<file path="src/lasm_pkg.sv">
package lasm_pkg;

    localparam int MAX_LINE_CHARS_DEF = 100;

    localparam int CHAR_W  = 8;
    localparam int MNEM_W  = 24;
    localparam int MAG_W   = 11;
    localparam int VAL_W   = 12;
    localparam int OP_W    = 4;
    localparam int MODE_W  = 2;
    localparam int WORD_W  = 32;
    localparam int CFG_IDX_W = 2;
    localparam int PROD_W  = 15;

    localparam logic [MAG_W-1:0] MAG_MAX = '1;

    localparam logic [CHAR_W-1:0] CH_NUL   = 8'h00;
    localparam logic [CHAR_W-1:0] CH_SPACE = 8'h20;
    localparam logic [CHAR_W-1:0] CH_HASH  = 8'h23;
    localparam logic [CHAR_W-1:0] CH_MINUS = 8'h2D;
    localparam logic [CHAR_W-1:0] CH_ZERO  = 8'h30;
    localparam logic [CHAR_W-1:0] CH_NINE  = 8'h39;
    localparam logic [CHAR_W-1:0] CH_AT    = 8'h40;

    localparam logic [OP_W-1:0] OP_DAT     = 4'd0;
    localparam logic [OP_W-1:0] OP_MOV     = 4'd1;
    localparam logic [OP_W-1:0] OP_ADD     = 4'd2;
    localparam logic [OP_W-1:0] OP_SUB     = 4'd3;
    localparam logic [OP_W-1:0] OP_JMP     = 4'd4;
    localparam logic [OP_W-1:0] OP_JMZ     = 4'd5;
    localparam logic [OP_W-1:0] OP_DJZ     = 4'd6;
    localparam logic [OP_W-1:0] OP_CMP     = 4'd7;
    localparam logic [OP_W-1:0] OP_SPL     = 4'd8;
    localparam logic [OP_W-1:0] OP_UNKNOWN = 4'd15;

    localparam int NUM_OPS = 9;

    localparam logic [MNEM_W-1:0] MNEM_TABLE [NUM_OPS] = '{
        24'h444154, 24'h4D4F56, 24'h414444, 24'h535542, 24'h4A4D50,
        24'h4A4D5A, 24'h444A5A, 24'h434D50, 24'h53504C
    };

    localparam logic [CFG_IDX_W-1:0] CFG_IMM = 2'd0;
    localparam logic [CFG_IDX_W-1:0] CFG_REL = 2'd1;
    localparam logic [CFG_IDX_W-1:0] CFG_IND = 2'd2;

    typedef enum logic [1:0] {
        PH_FIRST  = 2'd0,
        PH_SECOND = 2'd1,
        PH_DONE   = 2'd2
    } t_phase;

    typedef enum logic [1:0] {
        MARK_NONE = 2'd0,
        MARK_HASH = 2'd1,
        MARK_AT   = 2'd2
    } t_mark;

    typedef struct packed {
        logic [CHAR_W-1:0] text_char;
        logic              line_end;
    } t_beat;

    typedef struct packed {
        logic [MODE_W-1:0] imm;
        logic [MODE_W-1:0] rel;
        logic [MODE_W-1:0] ind;
    } t_mode_codes;

    typedef struct packed {
        logic [MNEM_W-1:0] mnem;
        t_phase            phase;
        t_mark             mark;
        logic              neg;
        logic [MAG_W-1:0]  mag;
        t_mark             saved_mark;
        logic [VAL_W-1:0]  saved_val;
        logic              ovf;
    } t_line;

    localparam t_line LINE_CLEAR = '{
        mnem:       '0,
        phase:      PH_FIRST,
        mark:       MARK_NONE,
        neg:        1'b0,
        mag:        '0,
        saved_mark: MARK_NONE,
        saved_val:  '0,
        ovf:        1'b0
    };

    function automatic logic [OP_W-1:0] lookup_opcode(input logic [MNEM_W-1:0] mnem);
        logic [OP_W-1:0] op;
        op = OP_UNKNOWN;
        for (int k = NUM_OPS - 1; k >= 0; k--) begin
            if (MNEM_TABLE[k] == mnem) begin
                op = OP_W'(k);
            end
        end
        return op;
    endfunction

    function automatic logic is_single(input logic [OP_W-1:0] op);
        return (op == OP_DAT) || (op == OP_JMP) || (op == OP_SPL);
    endfunction

endpackage

</file>
<file path="src/lasm_in_reg.sv">
module lasm_in_reg (
    input  logic                 i_clk,
    input  logic                 i_rst_n,
    input  logic                 i_valid,
    output logic                 o_ready,
    input  lasm_pkg::t_beat      i_beat,
    output logic                 o_valid,
    output lasm_pkg::t_beat      o_beat,
    input  logic                 i_advance
);

    logic           r_valid;
    lasm_pkg::t_beat r_beat;

    assign o_ready = !r_valid || i_advance;
    assign o_valid = r_valid;
    assign o_beat  = r_beat;

    always_ff @(posedge i_clk) begin
        if (!i_rst_n) begin
            r_valid <= 1'b0;
        end else if (i_valid && o_ready) begin
            r_valid <= 1'b1;
        end else if (i_advance) begin
            r_valid <= 1'b0;
        end
    end

    always_ff @(posedge i_clk) begin
        if (i_valid && o_ready) begin
            r_beat <= i_beat;
        end
    end

endmodule

</file>
<file path="src/lasm_scanner.sv">
module lasm_scanner #(
    parameter int MAX_LINE_CHARS = lasm_pkg::MAX_LINE_CHARS_DEF
) (
    input  logic            i_clk,
    input  logic            i_rst_n,
    input  lasm_pkg::t_beat i_beat,
    input  logic            i_advance,
    output lasm_pkg::t_line o_line
);

    localparam int PosW = $clog2(MAX_LINE_CHARS + 1);

    logic [PosW-1:0]            r_pos;
    logic [PosW-1:0]            n_pos;
    lasm_pkg::t_line            r_line;
    lasm_pkg::t_line            n_line;
    logic                       do_close;
    logic                       close_nul;
    logic [lasm_pkg::PROD_W-1:0] prod;
    logic [lasm_pkg::CHAR_W-1:0] c;

    assign c = i_beat.text_char;
    assign prod = lasm_pkg::PROD_W'(r_line.mag) * lasm_pkg::PROD_W'(10)
                + lasm_pkg::PROD_W'(c) - lasm_pkg::PROD_W'(lasm_pkg::CH_ZERO);

    always_comb begin
        n_line    = r_line;
        n_pos     = r_pos;
        do_close  = 1'b0;
        close_nul = 1'b0;
        if (r_pos < PosW'(MAX_LINE_CHARS)) begin
            n_pos = r_pos + PosW'(1);
            if (r_pos < PosW'(3)) begin
                case (r_pos[1:0])
                    2'd0:    n_line.mnem[23:16] = r_line.mnem[23:16] | c;
                    2'd1:    n_line.mnem[15:8]  = r_line.mnem[15:8]  | c;
                    default: n_line.mnem[7:0]   = r_line.mnem[7:0]   | c;
                endcase
            end
            if (c == lasm_pkg::CH_NUL) begin
                do_close  = 1'b1;
                close_nul = 1'b1;
            end else if (r_pos >= PosW'(4) && r_line.phase != lasm_pkg::PH_DONE) begin
                if (c == lasm_pkg::CH_SPACE) begin
                    do_close = 1'b1;
                end else if (c >= lasm_pkg::CH_ZERO && c <= lasm_pkg::CH_NINE) begin
                    if (prod > lasm_pkg::PROD_W'(lasm_pkg::MAG_MAX)) begin
                        n_line.mag = lasm_pkg::MAG_MAX;
                        n_line.ovf = 1'b1;
                    end else begin
                        n_line.mag = prod[lasm_pkg::MAG_W-1:0];
                    end
                end else if (c == lasm_pkg::CH_MINUS) begin
                    n_line.neg = 1'b1;
                end else if (c == lasm_pkg::CH_HASH) begin
                    n_line.mark = lasm_pkg::MARK_HASH;
                end else if (c == lasm_pkg::CH_AT) begin
                    n_line.mark = lasm_pkg::MARK_AT;
                end
            end
        end
        if (do_close) begin
            if (r_line.phase == lasm_pkg::PH_FIRST) begin
                n_line.saved_mark = r_line.mark;
                n_line.saved_val  = {r_line.neg, r_line.mag};
                n_line.mark       = lasm_pkg::MARK_NONE;
                n_line.neg        = 1'b0;
                n_line.mag        = '0;
                if (close_nul || lasm_pkg::is_single(lasm_pkg::lookup_opcode(r_line.mnem))) begin
                    n_line.phase = lasm_pkg::PH_DONE;
                end else begin
                    n_line.phase = lasm_pkg::PH_SECOND;
                end
            end else begin
                n_line.phase = lasm_pkg::PH_DONE;
            end
        end
    end

    assign o_line = n_line;

    // clear all line state after the end-of-line beat
    always_ff @(posedge i_clk) begin
        if (!i_rst_n) begin
            r_line <= lasm_pkg::LINE_CLEAR;
            r_pos  <= '0;
        end else if (i_advance) begin
            if (i_beat.line_end) begin
                r_line <= lasm_pkg::LINE_CLEAR;
                r_pos  <= '0;
            end else begin
                r_line <= n_line;
                r_pos  <= n_pos;
            end
        end
    end

endmodule

</file>
<file path="src/lasm_packer.sv">
module lasm_packer (
    input  lasm_pkg::t_line         i_line,
    input  lasm_pkg::t_mode_codes   i_codes,
    output logic [lasm_pkg::WORD_W-1:0] o_word,
    output logic                    o_error
);

    function automatic logic [lasm_pkg::MODE_W-1:0] encode_mark(
        input lasm_pkg::t_mark     mark,
        input lasm_pkg::t_mode_codes codes
    );
        logic [lasm_pkg::MODE_W-1:0] code;
        case (mark)
            lasm_pkg::MARK_HASH: code = codes.imm;
            lasm_pkg::MARK_AT:   code = codes.ind;
            default:             code = codes.rel;
        endcase
        return code;
    endfunction

    logic [lasm_pkg::OP_W-1:0]  op;
    lasm_pkg::t_mark            first_mark;
    lasm_pkg::t_mark            second_mark;
    logic [lasm_pkg::VAL_W-1:0] first_val;
    logic [lasm_pkg::VAL_W-1:0] second_val;
    logic [lasm_pkg::VAL_W-1:0] cur_val;

    assign op      = lasm_pkg::lookup_opcode(i_line.mnem);
    assign cur_val = {i_line.neg, i_line.mag};

    always_comb begin
        if (i_line.phase == lasm_pkg::PH_FIRST) begin
            first_mark  = i_line.mark;
            first_val   = cur_val;
            second_mark = lasm_pkg::MARK_NONE;
            second_val  = '0;
        end else begin
            first_mark  = i_line.saved_mark;
            first_val   = i_line.saved_val;
            second_mark = i_line.mark;
            second_val  = cur_val;
        end
    end

    always_comb begin
        if (op == lasm_pkg::OP_UNKNOWN) begin
            o_word  = '0;
            o_error = 1'b1;
        end else if (lasm_pkg::is_single(op)) begin
            o_word  = {op, 2'b00, encode_mark(first_mark, i_codes),
                       {lasm_pkg::VAL_W{1'b0}}, first_val};
            o_error = i_line.ovf;
        end else begin
            o_word  = {op, encode_mark(first_mark, i_codes),
                       encode_mark(second_mark, i_codes), first_val, second_val};
            o_error = i_line.ovf;
        end
    end

endmodule

</file>
<file path="src/redcode_line_assembler.sv">
// channel  | handshake                 | payload
// ---------+---------------------------+------------------------------------------
// in       | i_in_valid / o_in_ready   | i_text_char, i_line_end
// out      | o_out_valid / i_out_ready | o_instruction_word, o_syntax_error
// cfg      | i_cfg_valid / o_cfg_ready | i_cfg_index, i_cfg_data
//
// One beat per cycle unless the output stalls; the output word is registered.
// Each beat is parsed by one pass of logic between the input register and the
// line state / output registers (decimal step: multiply by ten, add, saturate).
// Reset (synchronous) clears line state and loads mode codes 0, 1, 2.
// A stalled output blocks only the line-end beat behind it; other beats advance.
module redcode_line_assembler #(
    parameter int MAX_LINE_CHARS = lasm_pkg::MAX_LINE_CHARS_DEF
) (
    input  logic                              i_clk,
    input  logic                              i_rst_n,
    input  logic                              i_in_valid,
    output logic                              o_in_ready,
    input  logic [lasm_pkg::CHAR_W-1:0]       i_text_char,
    input  logic                              i_line_end,
    output logic                              o_out_valid,
    input  logic                              i_out_ready,
    output logic [lasm_pkg::WORD_W-1:0]       o_instruction_word,
    output logic                              o_syntax_error,
    input  logic                              i_cfg_valid,
    output logic                              o_cfg_ready,
    input  logic [lasm_pkg::CFG_IDX_W-1:0]    i_cfg_index,
    input  logic [lasm_pkg::MODE_W-1:0]       i_cfg_data
);

    lasm_pkg::t_beat            in_beat;
    lasm_pkg::t_beat            q_beat;
    logic                       q_valid;
    logic                       advance;
    lasm_pkg::t_line            line_next;
    logic [lasm_pkg::WORD_W-1:0] word;
    logic                       error;

    lasm_pkg::t_mode_codes      r_codes;
    logic                       r_out_valid;
    logic [lasm_pkg::WORD_W-1:0] r_word;
    logic                       r_error;

    assign in_beat = '{text_char: i_text_char, line_end: i_line_end};
    assign advance = q_valid && (!q_beat.line_end || !r_out_valid || i_out_ready);

    lasm_in_reg u_in_reg (
        .i_clk     (i_clk),
        .i_rst_n   (i_rst_n),
        .i_valid   (i_in_valid),
        .o_ready   (o_in_ready),
        .i_beat    (in_beat),
        .o_valid   (q_valid),
        .o_beat    (q_beat),
        .i_advance (advance)
    );

    lasm_scanner #(
        .MAX_LINE_CHARS (MAX_LINE_CHARS)
    ) u_scanner (
        .i_clk     (i_clk),
        .i_rst_n   (i_rst_n),
        .i_beat    (q_beat),
        .i_advance (advance),
        .o_line    (line_next)
    );

    lasm_packer u_packer (
        .i_line  (line_next),
        .i_codes (r_codes),
        .o_word  (word),
        .o_error (error)
    );

    assign o_cfg_ready = 1'b1;

    always_ff @(posedge i_clk) begin
        if (!i_rst_n) begin
            r_codes <= '{imm: 2'd0, rel: 2'd1, ind: 2'd2};
        end else if (i_cfg_valid) begin
            case (i_cfg_index)
                lasm_pkg::CFG_IMM: r_codes.imm <= i_cfg_data;
                lasm_pkg::CFG_REL: r_codes.rel <= i_cfg_data;
                lasm_pkg::CFG_IND: r_codes.ind <= i_cfg_data;
                default: ;
            endcase
        end
    end

    always_ff @(posedge i_clk) begin
        if (!i_rst_n) begin
            r_out_valid <= 1'b0;
        end else if (advance && q_beat.line_end) begin
            r_out_valid <= 1'b1;
        end else if (i_out_ready) begin
            r_out_valid <= 1'b0;
        end
    end

    always_ff @(posedge i_clk) begin
        if (advance && q_beat.line_end) begin
            r_word  <= word;
            r_error <= error;
        end
    end

    assign o_out_valid        = r_out_valid;
    assign o_instruction_word = r_word;
    assign o_syntax_error     = r_error;

endmodule
</file>
<file path="config.mk">
export PLATFORM = sky130hd
export DESIGN_NAME = redcode_line_assembler
export DESIGN_NICKNAME = d
export VERILOG_FILES = /design/src/lasm_pkg.sv /design/src/lasm_in_reg.sv /design/src/lasm_scanner.sv /design/src/lasm_packer.sv /design/src/redcode_line_assembler.sv
export SDC_FILE = /design/constraint.sdc
export NUM_CORES = 1
export LEC_CHECK = 0
export BUFFER_PORTS_ARGS = -buffer_cell sky130_fd_sc_hd__buf_2
export CAP_MARGIN = 20
export CORE_MARGIN = 5
export CORE_UTILIZATION = 40
export CTS_BUF_LIST = sky130_fd_sc_hd__clkbuf_16
export CTS_CLUSTER_DIAMETER = 80
export DETAILED_ROUTE_END_ITERATION = 10
export SETUP_SLACK_MARGIN = 0.05
export SLEW_MARGIN = 40
export SYNTH_ARGS = -nofsm -noshare
export SYNTH_HDL_FRONTEND = slang
export SYNTH_HIERARCHICAL = 1
export SYNTH_SLANG_ARGS = --single-unit
</file>
<file path="constraint.sdc">
create_clock -name i_clk -period 5.52 [get_ports i_clk]
set_input_delay 0.276 -clock i_clk [delete_from_list [all_inputs] [get_ports i_clk]]
set_output_delay 0.276 -clock i_clk [all_outputs]
set_load 0.02 [all_outputs]
</file>
Word level (Yosys, flattened, before mapping)
Cells that the tools add are included.
Word-level totals
  register bits after elaboration: 112
  input bits: 18
  output and inout port bits: 36
  logic and storage cells: 165
Operators by class
  add/subtract/negate cells: 3
  $mul: 1
  magnitude comparators: 6
  eq/ne operators: 35
  mux-type cells: 66
  bitwise logic cells: 3
  reductions and logical operators: 32
Operators with widths (number)
  $eq 23x24->1 const A: 18
  $mux 4: 18
  $mux 14: 4
  $mux 55: 1
  $mux 24: 2
  $mux 30: 1
  $mux 28: 1
  $mux 26: 1
  $eq 8x6->1 const B: 3
  $mux 12: 2
  $mux 8: 3
  $or 8x8->8: 3
  $mux 11: 2
  $mux 1: 17
  $add 15x8->15: 1
  $gt 15x11->1 const B: 1
  $sub 15x6->15 const B: 1
  $mul 11x3->14 const B: 1
  $mux 2: 7
  $mux 7: 2
  $eq 4x4->1 const B: 3
  $mux 3: 3
  $eq 2x1->1 const B: 4
  $eq 4x3->1 const B: 2
  other kinds (19): 45

Longest topological paths before layout
  word-level depth: 24
  gate-level depth with buffers: 20
  mapped depth without buffers: 20

Modules after synthesis
The synthesis kept the hierarchy.
By module, submodules not included
  lasm_scanner: instances 1, cells each 524, area each 4409.2 µm²
  lasm_packer: instances 1, cells each 203, area each 1366.3 µm²
  redcode_line_assembler: instances 1, cells each 68, area each 1313.8 µm²
  lasm_in_reg: instances 1, cells each 14, area each 327.8 µm²

Worst setup path before layout
Ideal clock, no wire load.
  path type: register to register
  start point: reg u_scanner/r_line[16] (netlist name)
  end point: reg r_word (netlist bit o_instruction_word[10]) (data pin)
  arrival: 4.372 ns
  slack: 0.866 ns
  stages on the path, launching flop included: 21
  buffers on the path: 0
  clock period less this slack: 4.654 ns
  cell sequence: dfxtp_1 ha_1 ha_1 fa_1 a211oi_2 nor2_2 xor2_2 inv_2 ha_1 or3_1 or2_2 o211ai_1 or4b_1 o211ai_2 nor4_2 o22ai_4 nor3_2 a21oi_1 and2_1 o21ai_0 a211oi_2
RTL lines
  start, declared: RTL line lasm_scanner.sv:15  | lasm_pkg::t_line r_line;
  start signal, assigned: RTL line lasm_scanner.sv:85  | r_line <= lasm_pkg::LINE_CLEAR;
  start signal, assigned: RTL line lasm_scanner.sv:89  | r_line <= lasm_pkg::LINE_CLEAR;
  start signal, assigned: RTL line lasm_scanner.sv:92  | r_line <= n_line;
  end signal, assigned: RTL line redcode_line_assembler.sv:102  | r_word <= word;
  end, declared: RTL line redcode_line_assembler.sv:41  | logic [lasm_pkg::WORD_W-1:0] r_word;

==> flow_summary.yaml <==
final_layout:
  area_growth_pct: 9.868
  drive_above_1_share_pct: 16.33
  diodes: 0
  final_area_um2: 8149
  nNetsFinal: 908
  final_core_util_pct: 45.06
synthesis:
  synth_edf_count: 42
  netlist_area_um2: 7417
  synth_ff_type: "dfxtp_1"
  synth_area_per_cell_um2: 9.168
  synth_fp_nets: 871
  synth_largest_area_cell: "dfxtp_1"
  yosysUniqueCellTypes: 90
  synthDominantCellAreaShare_pct: 18.89
  synth_seq_cells: 112
  synth_common_cells: "nand2_1, dfxtp_1, nor2_1"
  ys_warn_count: 6
  synth_area_leaders: "dfxtp_1, edfxtp_1, ha_1, nand2_1, o211a_1"
  yosysSeqAreaShare_pct: 35.90
  synth_most_common_cell: "nand2_1"
  syn_inst: 809
  synth-async-reset-ratio_pct: 0
routing:
  viasPerCell: 5.592
  drt-initial-drc-count: 303
  vias: 6039
  drt_first_pass_iters: 5
  wire_per_inst_um: 17.05
  wl_mm: 18.41
  remaining_drc_errors: 0
  ant_nets: 0
sta:
  fin_skew_ns: 0.009809
  finalSetupViolCount: 0
  fin_setup_tns_ns: 0
  setup_slack_ns: 0.4833
  max_freq_mhz: 198.5
  period_needed_ns: 5.037
  timing.slew.headroom_pct: 51.11
  slew_violations: 0
  min_period_over_period_pct: 91.25
  rsz0062_at_grt: "no"
  worstMarginPinSlew_ns: 0.7220
  finalHoldViolCount: 0
floorplanning:
  fp.dieW_um: 146.2
  die_h_um: 146.2
  core-area_um2: 18090
  start_util_pct: 41.01
  rows: 49
  die_area_um2: 21370
  io_pins: 54
outcome:
  status: "complete, no violations"
setup_path:
  crit_slowest_cell: "fa_1"
  worst_ep_arrival_time_ns: 5.14
  critPathLaunchType: "flop"
  cp.required_ns: 5.62
  crit_fanout: 7
  cpLargestDelayFamily: "simple AND/OR/NAND/NOR gates"
  worst_path_most_repeated_cell: "ha_1"
  crit_type: "flop to flop"
  crit_path_end_kind: "flop"
  max_stage_delay_ns: 0.45
  crit_chain: "ha_1 -> ha_1 -> fa_1 -> a211oi_2 -> nor2_2 -> xor2_2 -> inv_2 -> ha_1 -> or3_1 -> or2_2 -> o211ai_1 -> or4b_1 -> o211ai_2 -> nor4_2 -> o22ai_4 -> nor2_4 -> a31oi_1 -> and2_1 -> o21ai_0 -> a211oi_2"
  critPathBufInv: 1
placement:
  port_buffers: 52
  dp_hpwl_mm: 13.65
  place_congestion: 0.8953
  post_dp_cell_area_um2: 7865
  place_ws_ns: 0.4486
grt:
  grt_pass1_vias: 5730
  overflow: 0
  met3_usage_pct: 3.347
  grt_use_met1_pct: 23.93
  grt_antenna_before_repair: 0
  grt_max_degree: 35
  use_met2_pct: 26.70
  grt_use_total_pct: 17.13
  grt_busiest_layer: "met2"
  grt_pass1_wl_mm: 30.21
clock_tree:
  clk_latency_ns: 0.36
  cts_setup_buffers: 0
  clock_path_buffers: 2
  cts_resized: 0
  hold_buffers: 0
  h-tree-depth: 3
  cts_tree: "yes"
  cts_buffers: 9
  cts-root-buf: "clkbuf_16"
  cts_sinks: 112
  path_clk_slew_ns: 0.08
power_and_ir_drop:
  leakage_nw: 3.655
  total_power_mw: 1.694
  vdd_ir_drop_max_mv: 0.1881
  powerDensity_nw_per_um2: 207.8
flow_run:
  maxCapViolations: 0
min_path:
  hold_path_class: "input port to flop"
final cells by class:
class,instances,area (um^2)
inverters,34,127.6
flip-flops and latches,112,2663
clock buffers,9,225.2
fillers,1735,9937
repair buffers,65,357.8
well taps,229,286.5
clock inverters,7,57.56
multi-input cells,624,4432
sequential cells by signal, summed over array words and instances, names as in the netlist:
register / count
u_scanner/r_pos: 7
o_syntax_error: 1
o_out_valid: 1
u_scanner/r_line: 55
u_in_reg/o_valid: 1
u_in_reg/o_beat: 9
o_instruction_word: 32
r_codes: 6
layout by cell type, fill, tap and decap left out, types with 7 or more instances in the layout:
cell type	synthesis	final
a211oi_2	10	10
o211a_1	24	24
nor2b_1	26	26
a22oi_1	22	22
buf_4	3	13
and2_1	22	22
inv_1	33	33
edfxtp_1	42	42
a31oi_1	10	10
nand4_1	12	12
dfxtp_1	70	70
ha_1	42	42
o211ai_1	9	9
xor2_1	8	8
xnor2_1	8	8
o21ai_0	40	40
nor3b_1	7	7
buf_2	6	52
nand2b_1	9	9
and3_1	10	9
nor3_1	10	10
nand2_1	104	104
mux2i_1	7	7
nor2_1	50	49
nand3_1	8	8
a21o_1	32	32
clkbuf_16	0	9
a21oi_1	35	35
and4_1	7	7
per-stage QoR:
step	hold slack (ns)	instances
after floorplan	0.3749	809
after CTS	0.07316	1080
after global routing	0.07597	1080
final	0.08207	1080
after global placement	0.4407	1064
after detailed placement	0.4495	1064
per-layer routing:
metal / wire length [um] / up-vias / share of wire (%)
li1: - / 3051 / -
met1: 8892 / 2819 / 48
met2: 8173 / 139 / 44
met3: 860 / 30 / 4.7
met4: 485 / 0 / 2.6
met5: 0 / - / 0
report_power, final:
group          switching (mW)  total (mW)  internal, mW
clock network           0.314       0.626         0.312
logic                   0.114       0.176        0.0618
registers              0.0183       0.892         0.874
total                   0.446        1.69          1.25
cells by family (layout without fill, tap and decap cells):
logic type / count (synthesis) / count (layout) / synth area share, %
other cells: 1 / 1 / 0.05056
compound gates: 227 / 227 / 23.11
buf+inv: 73 / 115 / 4.453
flops: 112 / 112 / 35.90
simple gates: 324 / 324 / 24.70
mux: 7 / 7 / 0.9447
fa+ha+maj: 44 / 44 / 7.625
xor+xnor: 21 / 21 / 3.222
worst paths after layout:
path	depth (start not counted)	slack, ns	end	start
min reg2reg	2	0.46	u_scanner/r_line[0]$_SDFFE_PN0P_	u_scanner/r_line[0]$_SDFFE_PN0P_
min	1	0.08	u_in_reg/o_beat[4]$_DFFE_PP_	i_text_char[3]
max reg2reg	20	0.48	o_instruction_word[8]$_DFFE_PP_	u_scanner/r_line[18]$_SDFFE_PN0P_
max	20	0.48	o_instruction_word[8]$_DFFE_PP_	u_scanner/r_line[18]$_SDFFE_PN0P_
(Power assumes the default switching activity.)
